$ cat config.mk
export PLATFORM = sky130hd
export DESIGN_NAME = floppy_disk_controller_flat
export DESIGN_NICKNAME = d
export VERILOG_FILES = /design/src/design/fdc_pkg.sv /design/src/design/fdc_if.sv /design/src/design/fdc_ctrl.sv /design/src/design/fdc_dp.sv /design/src/design/floppy_disk_controller.sv /design/src/flat_wrapper.sv
export SDC_FILE = /design/constraint.sdc
export NUM_CORES = 1
export LEC_CHECK = 0
export BUFFER_PORTS_ARGS = -buffer_cell sky130_fd_sc_hd__buf_2
export CAP_MARGIN = 10
export CORE_ASPECT_RATIO = 1.2
export CORE_UTILIZATION = 40
export CTS_CLUSTER_DIAMETER = 120
export DETAILED_ROUTE_END_ITERATION = 6
export PLACE_DENSITY = 0.66
export SLEW_MARGIN = 20
export SYNTH_ARGS = -nofsm -noshare
export SYNTH_HDL_FRONTEND = slang
export SYNTH_SLANG_ARGS = --single-unit
$ cat constraint.sdc
create_clock -name clk -period 16.7 [get_ports clk]
set_input_delay 2.505 -clock clk [delete_from_list [all_inputs] [get_ports clk]]
set_output_delay 2.505 -clock clk [all_outputs]
set_load 0.03 [all_outputs]
$ cat src/design/fdc_pkg.sv
`default_nettype none
package fdc_pkg;
  localparam int DriveCountDef  = 16;
  localparam int SectorBytesDef = 137;

  localparam logic [1:0] OP_READ  = 2'd0;
  localparam logic [1:0] OP_WRITE = 2'd1;
  localparam logic [1:0] OP_TICK  = 2'd2;

  localparam logic [1:0] PORT_SEL  = 2'd0;
  localparam logic [1:0] PORT_CTL  = 2'd1;
  localparam logic [1:0] PORT_DATA = 2'd2;

  localparam logic [1:0] REG_PRESENT  = 2'd0;
  localparam logic [1:0] REG_GEOMETRY = 2'd1;
  localparam logic [1:0] REG_REALTIME = 2'd2;

  localparam logic [14:0] T_SECTOR_TRUE     = 15'd5170;
  localparam logic [14:0] T_SECTOR_NOT_TRUE = 15'd30;
  localparam logic [14:0] T_STEP1           = 15'd10000;
  localparam logic [14:0] T_STEP2           = 15'd1000;
  localparam logic [14:0] T_STEP3           = 15'd20000;

  typedef struct packed {
    logic [1:0] opcode;
    logic [1:0] port_index;
    logic [7:0] write_value;
    logic [7:0] media_rdata;
  } fdc_in_t;

  typedef struct packed {
    logic [7:0]  read_value;
    logic        irq_level;
    logic [23:0] media_addr;
    logic        media_read;
    logic        media_write;
    logic [7:0]  media_wdata;
    logic [3:0]  media_drive;
  } fdc_out_t;

  // Controller to datapath.
  typedef struct packed {
    logic load;   // capture the item and address the drive tables
    logic exec;   // apply the item and produce the result
  } fdc_cmd_t;

  typedef struct packed {
    logic busy;
  } fdc_stat_t;
endpackage
`default_nettype wire

$ cat src/design/fdc_if.sv
`default_nettype none
interface fdc_in_if;
  logic valid;
  logic ready;
  fdc_pkg::fdc_in_t data;
  modport source (output valid, output data, input ready);
  modport sink (input valid, input data, output ready);
endinterface

interface fdc_out_if;
  logic valid;
  logic ready;
  fdc_pkg::fdc_out_t data;
  modport source (output valid, output data, input ready);
  modport sink (input valid, input data, output ready);
endinterface
`default_nettype wire

$ cat src/design/fdc_ctrl.sv
`default_nettype none
module fdc_ctrl (
  input  wire logic              clk,
  input  wire logic              rst_n,
  input  wire logic              in_valid,
  output logic                   in_ready,
  output logic                   out_valid,
  input  wire logic              out_ready,
  output fdc_pkg::fdc_cmd_t      cmd,
  input  wire fdc_pkg::fdc_stat_t stat
);
  import fdc_pkg::*;

  typedef enum logic [2:0] {
    S_IDLE = 3'b001,
    S_EXEC = 3'b010,
    S_HOLD = 3'b100
  } state_t;

  state_t state_r, state_nxt;
  logic   ovalid_r, ovalid_nxt;

  // A new item may enter while the previous result waits in the output register,
  // but it cannot finish until that result is taken.
  assign in_ready  = (state_r == S_IDLE);
  assign out_valid = ovalid_r;

  always_comb begin
    state_nxt  = state_r;
    ovalid_nxt = ovalid_r;
    cmd        = '0;
    if (ovalid_r && out_ready) ovalid_nxt = 1'b0;
    case (state_r)
      S_IDLE: begin
        if (in_valid) begin
          cmd.load  = 1'b1;
          state_nxt = S_EXEC;
        end
      end
      S_EXEC, S_HOLD: begin
        if (!ovalid_r || out_ready) begin
          cmd.exec   = 1'b1;
          ovalid_nxt = 1'b1;
          state_nxt  = S_IDLE;
        end else begin
          state_nxt = S_HOLD;
        end
      end
      default: state_nxt = S_IDLE;
    endcase
  end

  always_ff @(posedge clk) begin
    if (!rst_n) begin
      state_r  <= S_IDLE;
      ovalid_r <= 1'b0;
    end else begin
      state_r  <= state_nxt;
      ovalid_r <= ovalid_nxt;
    end
  end

`ifndef SYNTHESIS
  a_exec_after_load: assert property (@(posedge clk) disable iff (!rst_n)
    cmd.load |=> (state_r == S_EXEC)) else $error("load not followed by exec");
  a_no_overwrite: assert property (@(posedge clk) disable iff (!rst_n)
    cmd.exec |-> (!ovalid_r || out_ready)) else $error("result overwritten");
  a_busy_match: assert property (@(posedge clk) disable iff (!rst_n)
    stat.busy == (state_r != S_IDLE)) else $error("busy mismatch");
`endif
endmodule
`default_nettype wire

$ cat src/design/fdc_dp.sv
`default_nettype none
module fdc_dp #(
  parameter int DRIVE_COUNT  = fdc_pkg::DriveCountDef,
  parameter int SECTOR_BYTES = fdc_pkg::SectorBytesDef
) (
  input  wire logic              clk,
  input  wire logic              rst_n,
  input  wire fdc_pkg::fdc_cmd_t cmd,
  output fdc_pkg::fdc_stat_t     stat,
  input  wire fdc_pkg::fdc_in_t  in_data,
  output fdc_pkg::fdc_out_t      out_data,
  input  wire logic [15:0]       disk_present,
  input  wire logic [31:0]       geometry_codes,
  input  wire logic              realtime_mode,
  input  wire logic              rt_write,
  input  wire logic              rt_value
);
  import fdc_pkg::*;

  localparam int IW = (DRIVE_COUNT > 1) ? $clog2(DRIVE_COUNT) : 1;
  localparam logic [7:0] SB = 8'(SECTOR_BYTES);
  localparam logic [7:0] POS_RESTART = 8'hFF;

  logic [3:0]  sel_r;
  logic        selv_r;
  logic [2:0]  flags_r [DRIVE_COUNT];
  logic [10:0] track_r [DRIVE_COUNT];
  logic [4:0]  sector_r [DRIVE_COUNT];
  logic [7:0]  pos_r [DRIVE_COUNT];
  logic        st_r, tact_r, irq_r, busy_r;
  logic [1:0]  phase_r;
  logic [14:0] tcnt_r;
  fdc_in_t     item_r;
  fdc_out_t    res_r;

  // Stage one: per-drive values and the track and sector base addresses.
  logic [2:0]  c_flags_r;
  logic [10:0] c_track_r;
  logic [4:0]  c_sector_r;
  logic [7:0]  c_pos_r;
  logic [23:0] trk_base_r;
  logic [12:0] sec_base_r;
  logic [1:0]  c_geo_r;
  logic        c_disk_r;

  logic [3:0] s_idx;
  logic [1:0] geo_s;
  assign s_idx = sel_r;
  assign geo_s = geometry_codes[{s_idx, 1'b0} +: 2];
  assign stat.busy = busy_r;

  function automatic logic [11:0] ntracks(input logic [1:0] g);
    case (g)
      2'd1:    ntracks = 12'd35;
      2'd2:    ntracks = 12'd2048;
      default: ntracks = 12'd77;
    endcase
  endfunction

  always_ff @(posedge clk) begin
    if (cmd.load) begin
      item_r     <= in_data;
      c_flags_r  <= flags_r[s_idx[IW-1:0]];
      c_track_r  <= track_r[s_idx[IW-1:0]];
      c_sector_r <= sector_r[s_idx[IW-1:0]];
      c_pos_r    <= pos_r[s_idx[IW-1:0]];
      c_geo_r    <= geo_s;
      c_disk_r   <= disk_present[s_idx];
      trk_base_r <= 24'(32'(track_r[s_idx[IW-1:0]]) *
                    ((geo_s == 2'd1) ? 32'(16 * SECTOR_BYTES) : 32'(32 * SECTOR_BYTES)));
      sec_base_r <= 13'(32'(sector_r[s_idx[IW-1:0]]) * 32'(SECTOR_BYTES));
    end
  end

  // Stage two: apply the item.
  always_ff @(posedge clk) begin : exec_blk
    logic [3:0]  s, d;
    logic        sv, st, tact, irq, want, ste;
    logic [1:0]  ph;
    logic [14:0] tc;
    logic [2:0]  fl;
    logic [10:0] tr;
    logic [4:0]  sc, nsec;
    logic [7:0]  ps, rv;
    logic [23:0] addr;
    logic        mrd, mwr;
    logic [7:0]  mwd;
    logic [11:0] lim;
    s = sel_r; sv = selv_r; st = st_r; tact = tact_r; irq = irq_r;
    ph = phase_r; tc = tcnt_r;
    fl = c_flags_r; tr = c_track_r; sc = c_sector_r; ps = c_pos_r;
    rv = '0; addr = '0; mrd = 1'b0; mwr = 1'b0; mwd = '0; d = '0;
    nsec = (c_geo_r == 2'd1) ? 5'd15 : 5'd31;
    lim = ntracks(c_geo_r);
    ste = (ph == 2'd0) || (ph == 2'd2);
    if (!rst_n) begin
      sel_r <= '0; selv_r <= 1'b0; st_r <= 1'b0; tact_r <= 1'b0; irq_r <= 1'b0;
      phase_r <= '0; tcnt_r <= '0; busy_r <= 1'b0; res_r <= '0;
      for (int i = 0; i < DRIVE_COUNT; i++) begin
        flags_r[i] <= '0; track_r[i] <= '0; sector_r[i] <= '0; pos_r[i] <= '0;
      end
    end else begin
      if (cmd.load) busy_r <= 1'b1;
      if (rt_write) begin
        if (selv_r && !flags_r[sel_r[IW-1:0]][2]) begin
          if (rt_value) begin tact_r <= 1'b1; tcnt_r <= T_SECTOR_TRUE; end
          else begin tact_r <= 1'b0; phase_r <= '0; end
        end
      end
      if (cmd.exec) begin
        busy_r <= 1'b0;
        case (item_r.opcode)
          OP_READ: begin
            case (item_r.port_index)
              PORT_SEL: begin
                rv = 8'hFF;
                if (sv && c_disk_r) begin
                  rv = 8'h18;
                  if (ste) rv = rv | 8'h02;
                  if (fl[0]) begin
                    rv = rv | 8'h04 | (fl[1] ? 8'h01 : 8'h80);
                    if (fl[2]) rv = rv | 8'h20;
                  end
                  if (tr == '0) rv = rv | 8'h40;
                  rv = ~rv;
                end
              end
              PORT_CTL: begin
                if (sv) begin
                  if (!fl[2] && !realtime_mode) begin
                    if (st) begin st = 1'b0; rv = 8'h01; end
                    else begin
                      if (fl[1] && ps != 8'd0) begin st = 1'b0; fl[1] = 1'b0; end
                      sc = (sc >= nsec) ? 5'd0 : sc + 5'd1;
                      ps = POS_RESTART; st = 1'b1;
                    end
                  end
                  if (c_disk_r && fl[0])
                    rv = rv | 8'hC0 | {2'b00, sc, 1'b0} | {7'd0, ~st};
                end
              end
              PORT_DATA: begin
                if (sv && !fl[1]) begin
                  addr = trk_base_r + 24'(sec_base_r);
                  if (ps < SB) addr = addr + 24'(ps);
                  else ps = 8'd0;
                  mrd = 1'b1; rv = item_r.media_rdata; ps = ps + 8'd1;
                end
              end
              default: ;
            endcase
          end
          OP_WRITE: begin
            if (item_r.port_index != 2'd3) begin
              if (item_r.port_index != PORT_DATA && sv && fl[1] && ps != 8'd0) begin
                st = 1'b0; fl[1] = 1'b0; ps = POS_RESTART;
              end
              case (item_r.port_index)
                PORT_SEL: begin
                  d = item_r.write_value[3:0];
                  if (32'(d) < 32'(DRIVE_COUNT)) begin
                    tact = 1'b0; ph = '0;
                    if (item_r.write_value[7]) begin
                      if (d == s) begin
                        if (fl[1] && ps != 8'd0) st = 1'b0;
                        fl = fl & 3'b001; ps = POS_RESTART;
                      end else begin
                        if (flags_r[d[IW-1:0]][1] && pos_r[d[IW-1:0]] != 8'd0)
                          st = 1'b0;
                        flags_r[d[IW-1:0]] <= flags_r[d[IW-1:0]] & 3'b001;
                        pos_r[d[IW-1:0]] <= POS_RESTART;
                      end
                      if (sv && (fl[2] || realtime_mode))
                        begin tact = 1'b1; tc = T_SECTOR_TRUE; end
                    end else begin
                      // Drive records of the old selection are written back below; the new drive's
                      // interrupt flag comes from the table, or from the working copy if it is the old one.
                      sv = 1'b1; s = d;
                      if (((d == sel_r) ? fl[2] : flags_r[d[IW-1:0]][2]) || realtime_mode)
                        begin tact = 1'b1; tc = T_SECTOR_TRUE; end
                    end
                  end
                end
                PORT_CTL: begin
                  if (sv) begin
                    if (item_r.write_value[0] && (12'(tr) + 12'd1 < lim) && ste) begin
                      tr = tr + 11'd1; ps = POS_RESTART;
                      if (tact) begin st = 1'b0; ph = 2'd1; tc = T_STEP1; ste = 1'b0; end
                    end
                    if (item_r.write_value[1] && tr != '0 && ste) begin
                      tr = tr - 11'd1; ps = POS_RESTART;
                      if (tact) begin st = 1'b0; ph = 2'd1; tc = T_STEP1; end
                    end
                    if (item_r.write_value[2]) fl[0] = 1'b1;
                    if (item_r.write_value[3]) fl[0] = 1'b0;
                    if (item_r.write_value[4]) fl[2] = 1'b1;
                    if (item_r.write_value[5]) fl[2] = 1'b0;
                    if (item_r.write_value[7]) begin fl[1] = 1'b1; ps = 8'd0; end
                    want = fl[2] || realtime_mode;
                    if (!tact && want) begin tact = 1'b1; tc = T_SECTOR_TRUE; end
                    else if (tact && !want) begin tact = 1'b0; ph = '0; irq = 1'b0; end
                  end
                end
                PORT_DATA: begin
                  if (sv && fl[1]) begin
                    if (ps < SB) begin
                      addr = trk_base_r + 24'(sec_base_r) + 24'(ps);
                      mwr = 1'b1; mwd = item_r.write_value; ps = ps + 8'd1;
                    end else if (ps != 8'd0) begin
                      st = 1'b0; fl[1] = 1'b0; ps = POS_RESTART;
                    end
                  end
                end
                default: ;
              endcase
            end
          end
          OP_TICK: begin
            if (tact) begin
              if (tc <= 15'd1) begin
                if (ph != 2'd0) begin
                  case (ph)
                    2'd1:    begin ph = 2'd2; tc = T_STEP2; end
                    2'd2:    begin ph = 2'd3; tc = T_STEP3; end
                    default: begin ph = 2'd0; tc = T_SECTOR_NOT_TRUE; end
                  endcase
                end else begin
                  if (st) begin st = 1'b0; tc = T_SECTOR_TRUE; end
                  else begin
                    if (sv) begin
                      if (fl[1] && ps != 8'd0) fl[1] = 1'b0;
                      sc = (sc >= nsec) ? 5'd0 : sc + 5'd1;
                      ps = POS_RESTART;
                    end
                    st = 1'b1; tc = T_SECTOR_NOT_TRUE;
                  end
                  if (sv && fl[2]) irq = st;
                end
                tact = 1'b1;
              end else tc = tc - 15'd1;
            end
          end
          default: ;
        endcase
        if (32'(sel_r) < 32'(DRIVE_COUNT)) begin
          flags_r[sel_r[IW-1:0]]  <= fl;
          track_r[sel_r[IW-1:0]]  <= tr;
          sector_r[sel_r[IW-1:0]] <= sc;
          pos_r[sel_r[IW-1:0]]    <= ps;
        end
        sel_r <= s; selv_r <= sv; st_r <= st; tact_r <= tact; irq_r <= irq;
        phase_r <= ph; tcnt_r <= tc;
        res_r.read_value  <= rv;
        res_r.irq_level   <= irq;
        res_r.media_addr  <= addr;
        res_r.media_read  <= mrd;
        res_r.media_write <= mwr;
        res_r.media_wdata <= mwd;
        res_r.media_drive <= s;
      end
    end
  end

  assign out_data = res_r;

`ifndef SYNTHESIS
  a_strobes: assert property (@(posedge clk) disable iff (!rst_n)
    !(res_r.media_read && res_r.media_write)) else $error("both media strobes");
  a_wdata: assert property (@(posedge clk) disable iff (!rst_n)
    $past(cmd.exec) && !res_r.media_write |-> res_r.media_wdata == 8'd0)
    else $error("stray write data");
  a_phase: assert property (@(posedge clk) disable iff (!rst_n)
    (phase_r != 2'd0) |-> tact_r || $past(rt_write)) else $error("settle without timer");
`endif
endmodule
`default_nettype wire

$ cat src/design/floppy_disk_controller.sv
`default_nettype none
// Each item passes a load step, which fetches the drive record and forms the track
// and sector base addresses (two multiplies), and an execute step that applies it.
// A new item enters only after the last is applied; a waiting result stalls the next.
// Reset (rst_n low at a clock edge) clears all drive records, the timer,
// the selection and the configuration registers.
module floppy_disk_controller #(
  parameter int DRIVE_COUNT  = fdc_pkg::DriveCountDef,
  parameter int SECTOR_BYTES = fdc_pkg::SectorBytesDef
) (
  input  wire logic        clk,
  input  wire logic        rst_n,
  fdc_in_if.sink           in_ch,
  fdc_out_if.source        out_ch,
  input  wire logic        cfg_psel,
  input  wire logic        cfg_penable,
  input  wire logic        cfg_pwrite,
  input  wire logic [3:0]  cfg_paddr,
  input  wire logic [31:0] cfg_pwdata,
  output logic [31:0]      cfg_prdata,
  output logic             cfg_pready
);
  import fdc_pkg::*;

  logic [15:0] present_r;
  logic [31:0] geo_r;
  logic        rt_r;
  logic        wr;
  logic [1:0]  ridx;
  fdc_cmd_t    cmd;
  fdc_stat_t   stat;

  assign cfg_pready = 1'b1;
  assign wr   = cfg_psel && cfg_penable && cfg_pwrite;
  assign ridx = cfg_paddr[3:2];

  always_ff @(posedge clk) begin
    if (!rst_n) begin
      present_r <= '0; geo_r <= '0; rt_r <= 1'b0;
    end else if (wr && cfg_paddr[1:0] == 2'b00) begin
      case (ridx)
        REG_PRESENT:  present_r <= cfg_pwdata[15:0];
        REG_GEOMETRY: geo_r <= cfg_pwdata;
        REG_REALTIME: rt_r <= cfg_pwdata[0];
        default: ;
      endcase
    end
  end

  always_comb begin
    case (ridx)
      REG_PRESENT:  cfg_prdata = {16'd0, present_r};
      REG_GEOMETRY: cfg_prdata = geo_r;
      REG_REALTIME: cfg_prdata = {31'd0, rt_r};
      default:      cfg_prdata = '0;
    endcase
  end

  fdc_ctrl u_ctrl (
    .clk(clk), .rst_n(rst_n),
    .in_valid(in_ch.valid), .in_ready(in_ch.ready),
    .out_valid(out_ch.valid), .out_ready(out_ch.ready),
    .cmd(cmd), .stat(stat)
  );

  fdc_dp #(.DRIVE_COUNT(DRIVE_COUNT), .SECTOR_BYTES(SECTOR_BYTES)) u_dp (
    .clk(clk), .rst_n(rst_n), .cmd(cmd), .stat(stat),
    .in_data(in_ch.data), .out_data(out_ch.data),
    .disk_present(present_r), .geometry_codes(geo_r), .realtime_mode(rt_r),
    .rt_write(wr && cfg_paddr[1:0] == 2'b00 && ridx == REG_REALTIME),
    .rt_value(cfg_pwdata[0])
  );
endmodule
`default_nettype wire

$ cat src/flat_wrapper.sv
// flat-port wrapper written by rule: the top's interface ports become plain ports
module floppy_disk_controller_flat import fdc_pkg::*;
#(
  parameter int DRIVE_COUNT  = fdc_pkg::DriveCountDef,
  parameter int SECTOR_BYTES = fdc_pkg::SectorBytesDef
)
  (clk, rst_n, cfg_psel, cfg_penable, cfg_pwrite, cfg_paddr, cfg_pwdata, cfg_prdata, cfg_pready, in_ch_valid, in_ch_data, in_ch_ready, out_ch_valid, out_ch_data, out_ch_ready);
  fdc_in_if in_ch_i ();
  fdc_out_if out_ch_i ();
  input  wire logic clk;
  input  wire logic rst_n;
  input  wire logic cfg_psel;
  input  wire logic cfg_penable;
  input  wire logic cfg_pwrite;
  input  wire logic [3:0] cfg_paddr;
  input  wire logic [31:0] cfg_pwdata;
  output logic [31:0] cfg_prdata;
  output logic cfg_pready;
  input wire logic [$bits(in_ch_i.valid)-1:0] in_ch_valid;
  input wire logic [$bits(in_ch_i.data)-1:0] in_ch_data;
  output wire logic [$bits(in_ch_i.ready)-1:0] in_ch_ready;
  output wire logic [$bits(out_ch_i.valid)-1:0] out_ch_valid;
  output wire logic [$bits(out_ch_i.data)-1:0] out_ch_data;
  input wire logic [$bits(out_ch_i.ready)-1:0] out_ch_ready;
  assign in_ch_i.valid = in_ch_valid;
  assign in_ch_i.data = in_ch_data;
  assign in_ch_ready = in_ch_i.ready;
  assign out_ch_valid = out_ch_i.valid;
  assign out_ch_data = out_ch_i.data;
  assign out_ch_i.ready = out_ch_ready;
  floppy_disk_controller #(.DRIVE_COUNT(DRIVE_COUNT), .SECTOR_BYTES(SECTOR_BYTES)) u_core (.clk(clk), .rst_n(rst_n), .in_ch(in_ch_i), .out_ch(out_ch_i), .cfg_psel(cfg_psel), .cfg_penable(cfg_penable), .cfg_pwrite(cfg_pwrite), .cfg_paddr(cfg_paddr), .cfg_pwdata(cfg_pwdata), .cfg_prdata(cfg_prdata), .cfg_pready(cfg_pready));
endmodule
==> results.toml, run 1 <==
[timing]
setup_viol = 0
drv_slew = 0
clock_skew_ns = 0.0404
finalHoldViolations = 0
timing.fmax_mhz = 133
fin_crit_sh = 0.450
worst_pin_slew_ns = 1.14
rsz0062_at_grt = "no"
hold_slack_ns = 0.461
max-slew-margin-rel = 0.236
fin_crit_ns = 7.52
tns_ns = 0

[clock_tree]
root_buffer = "clkbuf_16"
clk_pin_slew_ns = 0.06
htree_levels = 3
cts-hold-fix-buffers = 0
clk_latency_ns = 0.64
cts_setup_buffers = 0
ctsResizeCount = 0
cts_tree = "done"
clock_path_buffers = 3
cts_inserted_buffers = 66
cts_sinks = 640

[layout]
final_area_um2 = 40300
nets = 3508
drive_gt1_frac = 0.163
area_delta_synth_final_pct = 11.1

[synth]
synth_area_um2 = 36300
synth_cell_types = 104
syn_avg_cell_area_um2 = 11.1
synth_async_sr_flop_share = 0
synthCells = 3259
synth-main-ff-cell = "edfxtp_1"
synth-edff-count = 512
seq_area_frac_synth = 0.494
ys_warn_count = 0
ys_ff_latch = 640

[pwr]
ir_drop_uv = 60.0
p_sw_uw = 1060
switching_share = 0.270
leakagePower_uw = 0.0146
power_frac_seq = 0.466
power_density_nw_per_um2 = 97.8
intPower_uw = 2880
combPwrFrac = 0.144
p_clk_frac = 0.389

[setup_path]
path_delay_family = "adder cells"
critPathRequiredTime_ns = 17.05
slowest_stage = "dfxtp_4"
cp.arrival_ns = 7.87
crit_fanout = 41
critical_path.startpoint_type = "flop"
cp_slowest_stage_delay_ns = 0.80
crit_path_frequent_cell = "fa_1"
end_kind = "flop"
critPathKind = "reg2reg"
ff2ff_setup_slack_ns = 9.18
cp_num_buf_inv = 3
worstPathCellList = "buf_4 -> mux4_2 -> mux4_2 -> mux2_2 -> inv_1 -> fa_1 -> fa_1 -> inv_1 -> fa_1 -> fa_1 -> ha_1 -> and2_1 -> a22o_1 -> a311oi_1 -> nor3_1 -> a2111o_1 -> a21oi_1 -> xnor2_1"

[route]
wl_per_cell_um = 23.6
vias_per_cell = 6.01
ant_nets = 0
drtIter0Drc = 2777
wl_met1_mm = 41.5
met2WireLength_mm = 52.4
met3WireLength_mm = 8.89
routed_wl_mm = 107
firstDrtPassIters = 6
vias = 27100
drc_errors = 0
highest-signal-layer = "met5"

[die]
die_h_um = 332
die_area_um2 = 92000
start_util = 0.405
pin_count = 145
die_x_um = 277
coreArea_um2 = 89600
row_count = 120

[global_routing]
grt.total_usage = 0.229
grt-ovfl-total = 0
grt_pass1_vias = 26500
antenna_found_initial = 3
grt_pass1_wl_mm = 162
grt_max_degree = 86

[placement]
place_area_um2 = 38100
dpl.hpwl_mm = 71.6
portBuffers = 143
place.gp.congestion = 0.965

[run_status]
status = "finished clean"

[flow_run]
max-cap-violations = 0

[hold_path]
min-delay-path-class = "reg2reg"
hp-start = "u_core.u_dp.out_data[11]"
[per-layer routing]
layer  GRT usage  up-vias
met5           0        -
met4      0.0901        2
met3      0.0336      218
met2       0.390     1338
met1       0.292    13300
li1            -    12200
[sequential cells by signal, summed over array words and instances (netlist names), 3 cells and up, named ones only]
name,count
u_core.u_dp.out_data,47
u_core.u_dp.item_r,20
u_core.u_dp.trk_base_r,20
u_core.u_dp.flags_r,48
u_core.present_r,16
u_core.u_dp.track_r,176
u_core.u_dp.sec_base_r,10
u_core.u_dp.sector_r,80
u_core.geo_r,32
u_core.u_dp.c_sector_r,5
u_core.u_dp.tcnt_r,15
u_core.u_dp.pos_r,128
u_core.u_ctrl.state_r,3
u_core.u_dp.c_pos_r,8
u_core.u_dp.c_track_r,11
u_core.u_dp.c_flags_r,3
[worst register-to-register path, stage by stage, from the launching register on]
cell,delay [ns]
dfxtp_4,0.80
buf_4,0.80
mux4_2,0.68
mux4_2,0.55
mux2_2,0.32
inv_1,0.13
fa_1,0.44
fa_1,0.54
inv_1,0.05
fa_1,0.50
fa_1,0.44
ha_1,0.35
and2_1,0.20
a22o_1,0.21
a311oi_1,0.43
nor3_1,0.14
a2111o_1,0.40
a21oi_1,0.18
xnor2_1,0.08
[placed cells by master, fill, tap and decap left out, types with 24 or more instances in the layout]
cell | Yosys | final
a21boi_0 | 55 | 55
a21oi_1 | 123 | 123
a22oi_1 | 24 | 24
and2_1 | 34 | 33
and3_1 | 28 | 28
buf_2 | 20 | 142
buf_4 | 8 | 65
clkbuf_16 | 0 | 69
conb_1 | 2 | 25
dfxtp_1 | 128 | 124
edfxtp_1 | 512 | 512
fa_1 | 32 | 32
ha_1 | 115 | 115
inv_1 | 90 | 90
mux2i_1 | 54 | 54
mux4_2 | 159 | 159
nand2_1 | 267 | 266
nand2b_1 | 26 | 26
nand3_1 | 91 | 91
nor2_1 | 402 | 402
nor2b_1 | 65 | 65
nor3_1 | 48 | 45
nor4_1 | 39 | 38
o211ai_1 | 24 | 24
o21ai_0 | 208 | 208
o22ai_1 | 31 | 31
o31ai_1 | 46 | 46
xnor2_1 | 57 | 57
[stage by stage]
stage          instances  utilization  setup WS (ns)  total power, uW
6_report            4510        0.450           9.18             3940
5_1_grt             4510        0.450           8.73             4070
4_1_cts             4509        0.450           9.06             3950
3_5_place_dp        4389        0.425           9.13             2430
3_3_place_gp        4389        0.425           9.20             2430
2_1_floorplan       3282            -           9.48             2270
[power groups by stage]
| stage | sequential [uW] | clock [uW] | combinational, uW |
|---|---|---|---|
| 3_5_place_dp | 1870 | 0 | 560 |
| 4_1_cts | 1840 | 1550 | 565 |
| 5_1_grt | 1840 | 1600 | 628 |
| 6_report | 1840 | 1530 | 570 |
| 3_3_place_gp | 1870 | 0 | 555 |
| 2_1_floorplan | 1840 | 0 | 424 |
[final cells by class]
type	instances	area, um2
diodes	1	2.50
clock buffers	80	1790
clock inverters	40	433
fillers	8173	49300
inverters	92	345
multi-input cells	2291	17200
flip-flops and latches	640	17900
well taps	1159	1450
repair buffers	207	1200
[cells in the mapped netlist (all sizes together), types with 47 or more instances]
library cell  count  area [um2]
a21boi           55         413
a21oi           134         712
buf              49         262
clkbuf          210         791
dfxtp           128        2560
edfxtp          512       15400
ha              115        1440
inv              90         338
mux2i            54         541
mux4            159        3580
nand2           267        1000
nand3            92         473
nor2            403        1520
nor2b            65         407
nor3             49         250
o21ai           213        1070
o31ai            47         358
xnor2            57         499
[kinds of logic after synthesis]
kind of cell	Yosys count	synth area share
buffers and inverters	351	0.0385
muxes	228	0.118
DFF	640	0.494
adders and majority gates	147	0.0573
and+or+nand+nor	1093	0.141
xor gates and xnor gates	81	0.0195
AOI/OAI and AO/OA	717	0.131
other	2	0.000207
[final timing paths]
kind / to / cells past startpoint
worst max register to register: u_core.u_dp.trk_base_r[23] / 18
worst min register to register: u_core.u_dp.out_data[11] / 2
worst min-delay path: u_core.u_dp.out_data[11] / 2
worst max-delay path: u_core.u_dp.trk_base_r[23] / 18
No activity file was read; power rests on OpenSTA's default activity.
==> run 2, diff against run 1 <==
--- a/config.mk
+++ b/config.mk
@@ -11,7 +11,7 @@
 export CORE_UTILIZATION = 40
 export CTS_CLUSTER_DIAMETER = 120
 export DETAILED_ROUTE_END_ITERATION = 6
-export PLACE_DENSITY = 0.66
+export PLACE_DENSITY = 0.68
 export SLEW_MARGIN = 20
 export SYNTH_ARGS = -nofsm -noshare
 export SYNTH_HDL_FRONTEND = slang
==> constraint.sdc (replaced) <==
create_clock -name clk -period 6.8 [get_ports clk]
set_input_delay 1.02 -clock clk [delete_from_list [all_inputs] [get_ports clk]]
set_output_delay 1.02 -clock clk [all_outputs]
set_load 0.03 [all_outputs]
==> run 2 against run 1 <==
Effect of this change: sequential power is 150% higher; final cell count up 0.47%; routed wire length up 0.25%; design area is essentially flat; fmax rose by 17%; via count rose by 1.5%; worst setup slack got worse by 8.8 ns; sequential cell count unchanged; core utilization hardly changed; first-iteration DRC count is 3.4% higher; die area unchanged; non-clock buffer count rose by 28; critical path type unchanged; largest power group unchanged; highest routed layer unchanged.
==> results.toml, run 2 (same netlist as run 1, synthesis figures left out) <==
[global_routing]
grt-ovfl-total = 0
grt_pass1_wl_mm = 162
grt_pass1_vias = 26700
grt_max_degree = 131
antenna_found_initial = 3
grt.total_usage = 0.227

[timing]
max-slew-margin-rel = 0.281
fin_crit_ns = 6.44
worst_pin_slew_ns = 1.08
clock_skew_ns = 0.0492
setup_viol = 0
tns_ns = 0
finalHoldViolations = 0
timing.fmax_mhz = 155
fin_crit_sh = 0.946
drv_slew = 0

[setup_path]
cp.arrival_ns = 6.83
cp_slowest_stage_delay_ns = 0.55
crit_path_frequent_cell = "fa_1"
worstPathCellList = "mux4_2 -> mux4_2 -> nor2b_1 -> buf_12 -> mux2_2 -> inv_1 -> fa_1 -> fa_1 -> inv_1 -> fa_1 -> fa_1 -> ha_1 -> and2_1 -> a22o_1 -> a311oi_2 -> nor3_1 -> a2111o_1 -> a21oi_1 -> xnor2_1"
critical_path.startpoint_type = "flop"
path_delay_family = "adder cells"
cp_num_buf_inv = 3
end_kind = "flop"
critPathKind = "reg2reg"
critPathRequiredTime_ns = 7.19
crit_fanout = 19
slowest_stage = "mux4_2"

[clock_tree]
clk_pin_slew_ns = 0.07
cts_inserted_buffers = 61
clock_path_buffers = 3
ctsResizeCount = 0
cts_sinks = 640
root_buffer = "clkbuf_16"
clk_latency_ns = 0.67
cts-hold-fix-buffers = 0
cts_tree = "done"
htree_levels = 2
cts_setup_buffers = 0

[layout]
final_area_um2 = 40400
fin_util = 0.450
largest_register = "u_core.u_dp.track_r"
reg_top3 = "u_core.u_dp.track_r x176, u_core.u_dp.pos_r x128, u_core.u_dp.sector_r x80"
area_delta_synth_final_pct = 11.2
mostFrequentLayoutCells = "edfxtp_1, nor2_1, nand2_1"
nets = 3531
largest_register_ffs = 176
drive_gt1_frac = 0.167
final_common_cell = "edfxtp_1"

[route]
vias_per_cell = 6.08
drc_errors = 0
routed_wl_mm = 107
vias = 27500
drtIter0Drc = 2872
ant_nets = 0
firstDrtPassIters = 7
wl_per_cell_um = 23.6

[die]
row_count = 120
coreArea_um2 = 89600
die_x_um = 277
pin_count = 145
die_h_um = 332
start_util = 0.405
die_area_um2 = 92000

[run_status]
status = "finished clean"

[pwr]
leakagePower_uw = 0.0147
ir_drop_uv = 262
p_total_uw = 9360
power_density_nw_per_um2 = 232

[placement]
place.gp.congestion = 0.960
portBuffers = 143
dpl.hpwl_mm = 73.2
place_area_um2 = 38400

[flow_run]
max-cap-violations = 0

[hold_path]
min-delay-path-class = "reg2reg"
run 2: final timing paths:
path / start / to / slack, ns / depth (start not counted)
max: u_core.u_dp.out_data[0] / u_core.u_dp.trk_base_r[23] / 0.36 / 19
min: u_core.u_dp.out_data[5] / u_core.u_dp.out_data[5] / 0.45 / 2
max reg2reg: u_core.u_dp.out_data[0] / u_core.u_dp.trk_base_r[23] / 0.36 / 19
min reg2reg: u_core.u_dp.out_data[5] / u_core.u_dp.out_data[5] / 0.45 / 2
run 2: metal layers:
layer,wire (um),track usage,up-vias
li1,-,-,12300
met1,39700,0.277,13500
met2,53100,0.398,1440
met3,9790,0.0423,264
met4,4140,0.0819,4
met5,27,0,-
run 2: power by group:
group          switching, uW  leakage (uW)  total [uW]  internal (uW)
Sequential               123       0.00627        4520           4390
Combinational            901       0.00744        1440            541
Clock                   1550      0.000958        3400           1860
run 2: stage by stage:
stage	hold WS (ns)	instances	worst slack, ns
after floorplan	0.449	3282	0.0333
after global placement	0.445	4417	0.306
after detailed placement	0.454	4417	0.282
after CTS	0.461	4529	0.264
after global routing	0.483	4529	-0.000540
final	0.455	4531	0.364
run 2: layout make-up:
class	instances	area, um2
Antenna cell	2	5.00
Clock inverter	34	297
Inverter	92	345
Timing Repair Buffer	235	1480
Fill cell	8110	49300
Multi-Input combinational cell	2291	17200
Sequential cell	640	17900
Tap cell	1159	1450
Clock buffer	78	1670
run 2: worst min-delay path: cells and delay by family (launching register included):
family          cells  cell delay, ns
flops               1            0.30
compound gates      1            0.06
simple gates        1            0.04
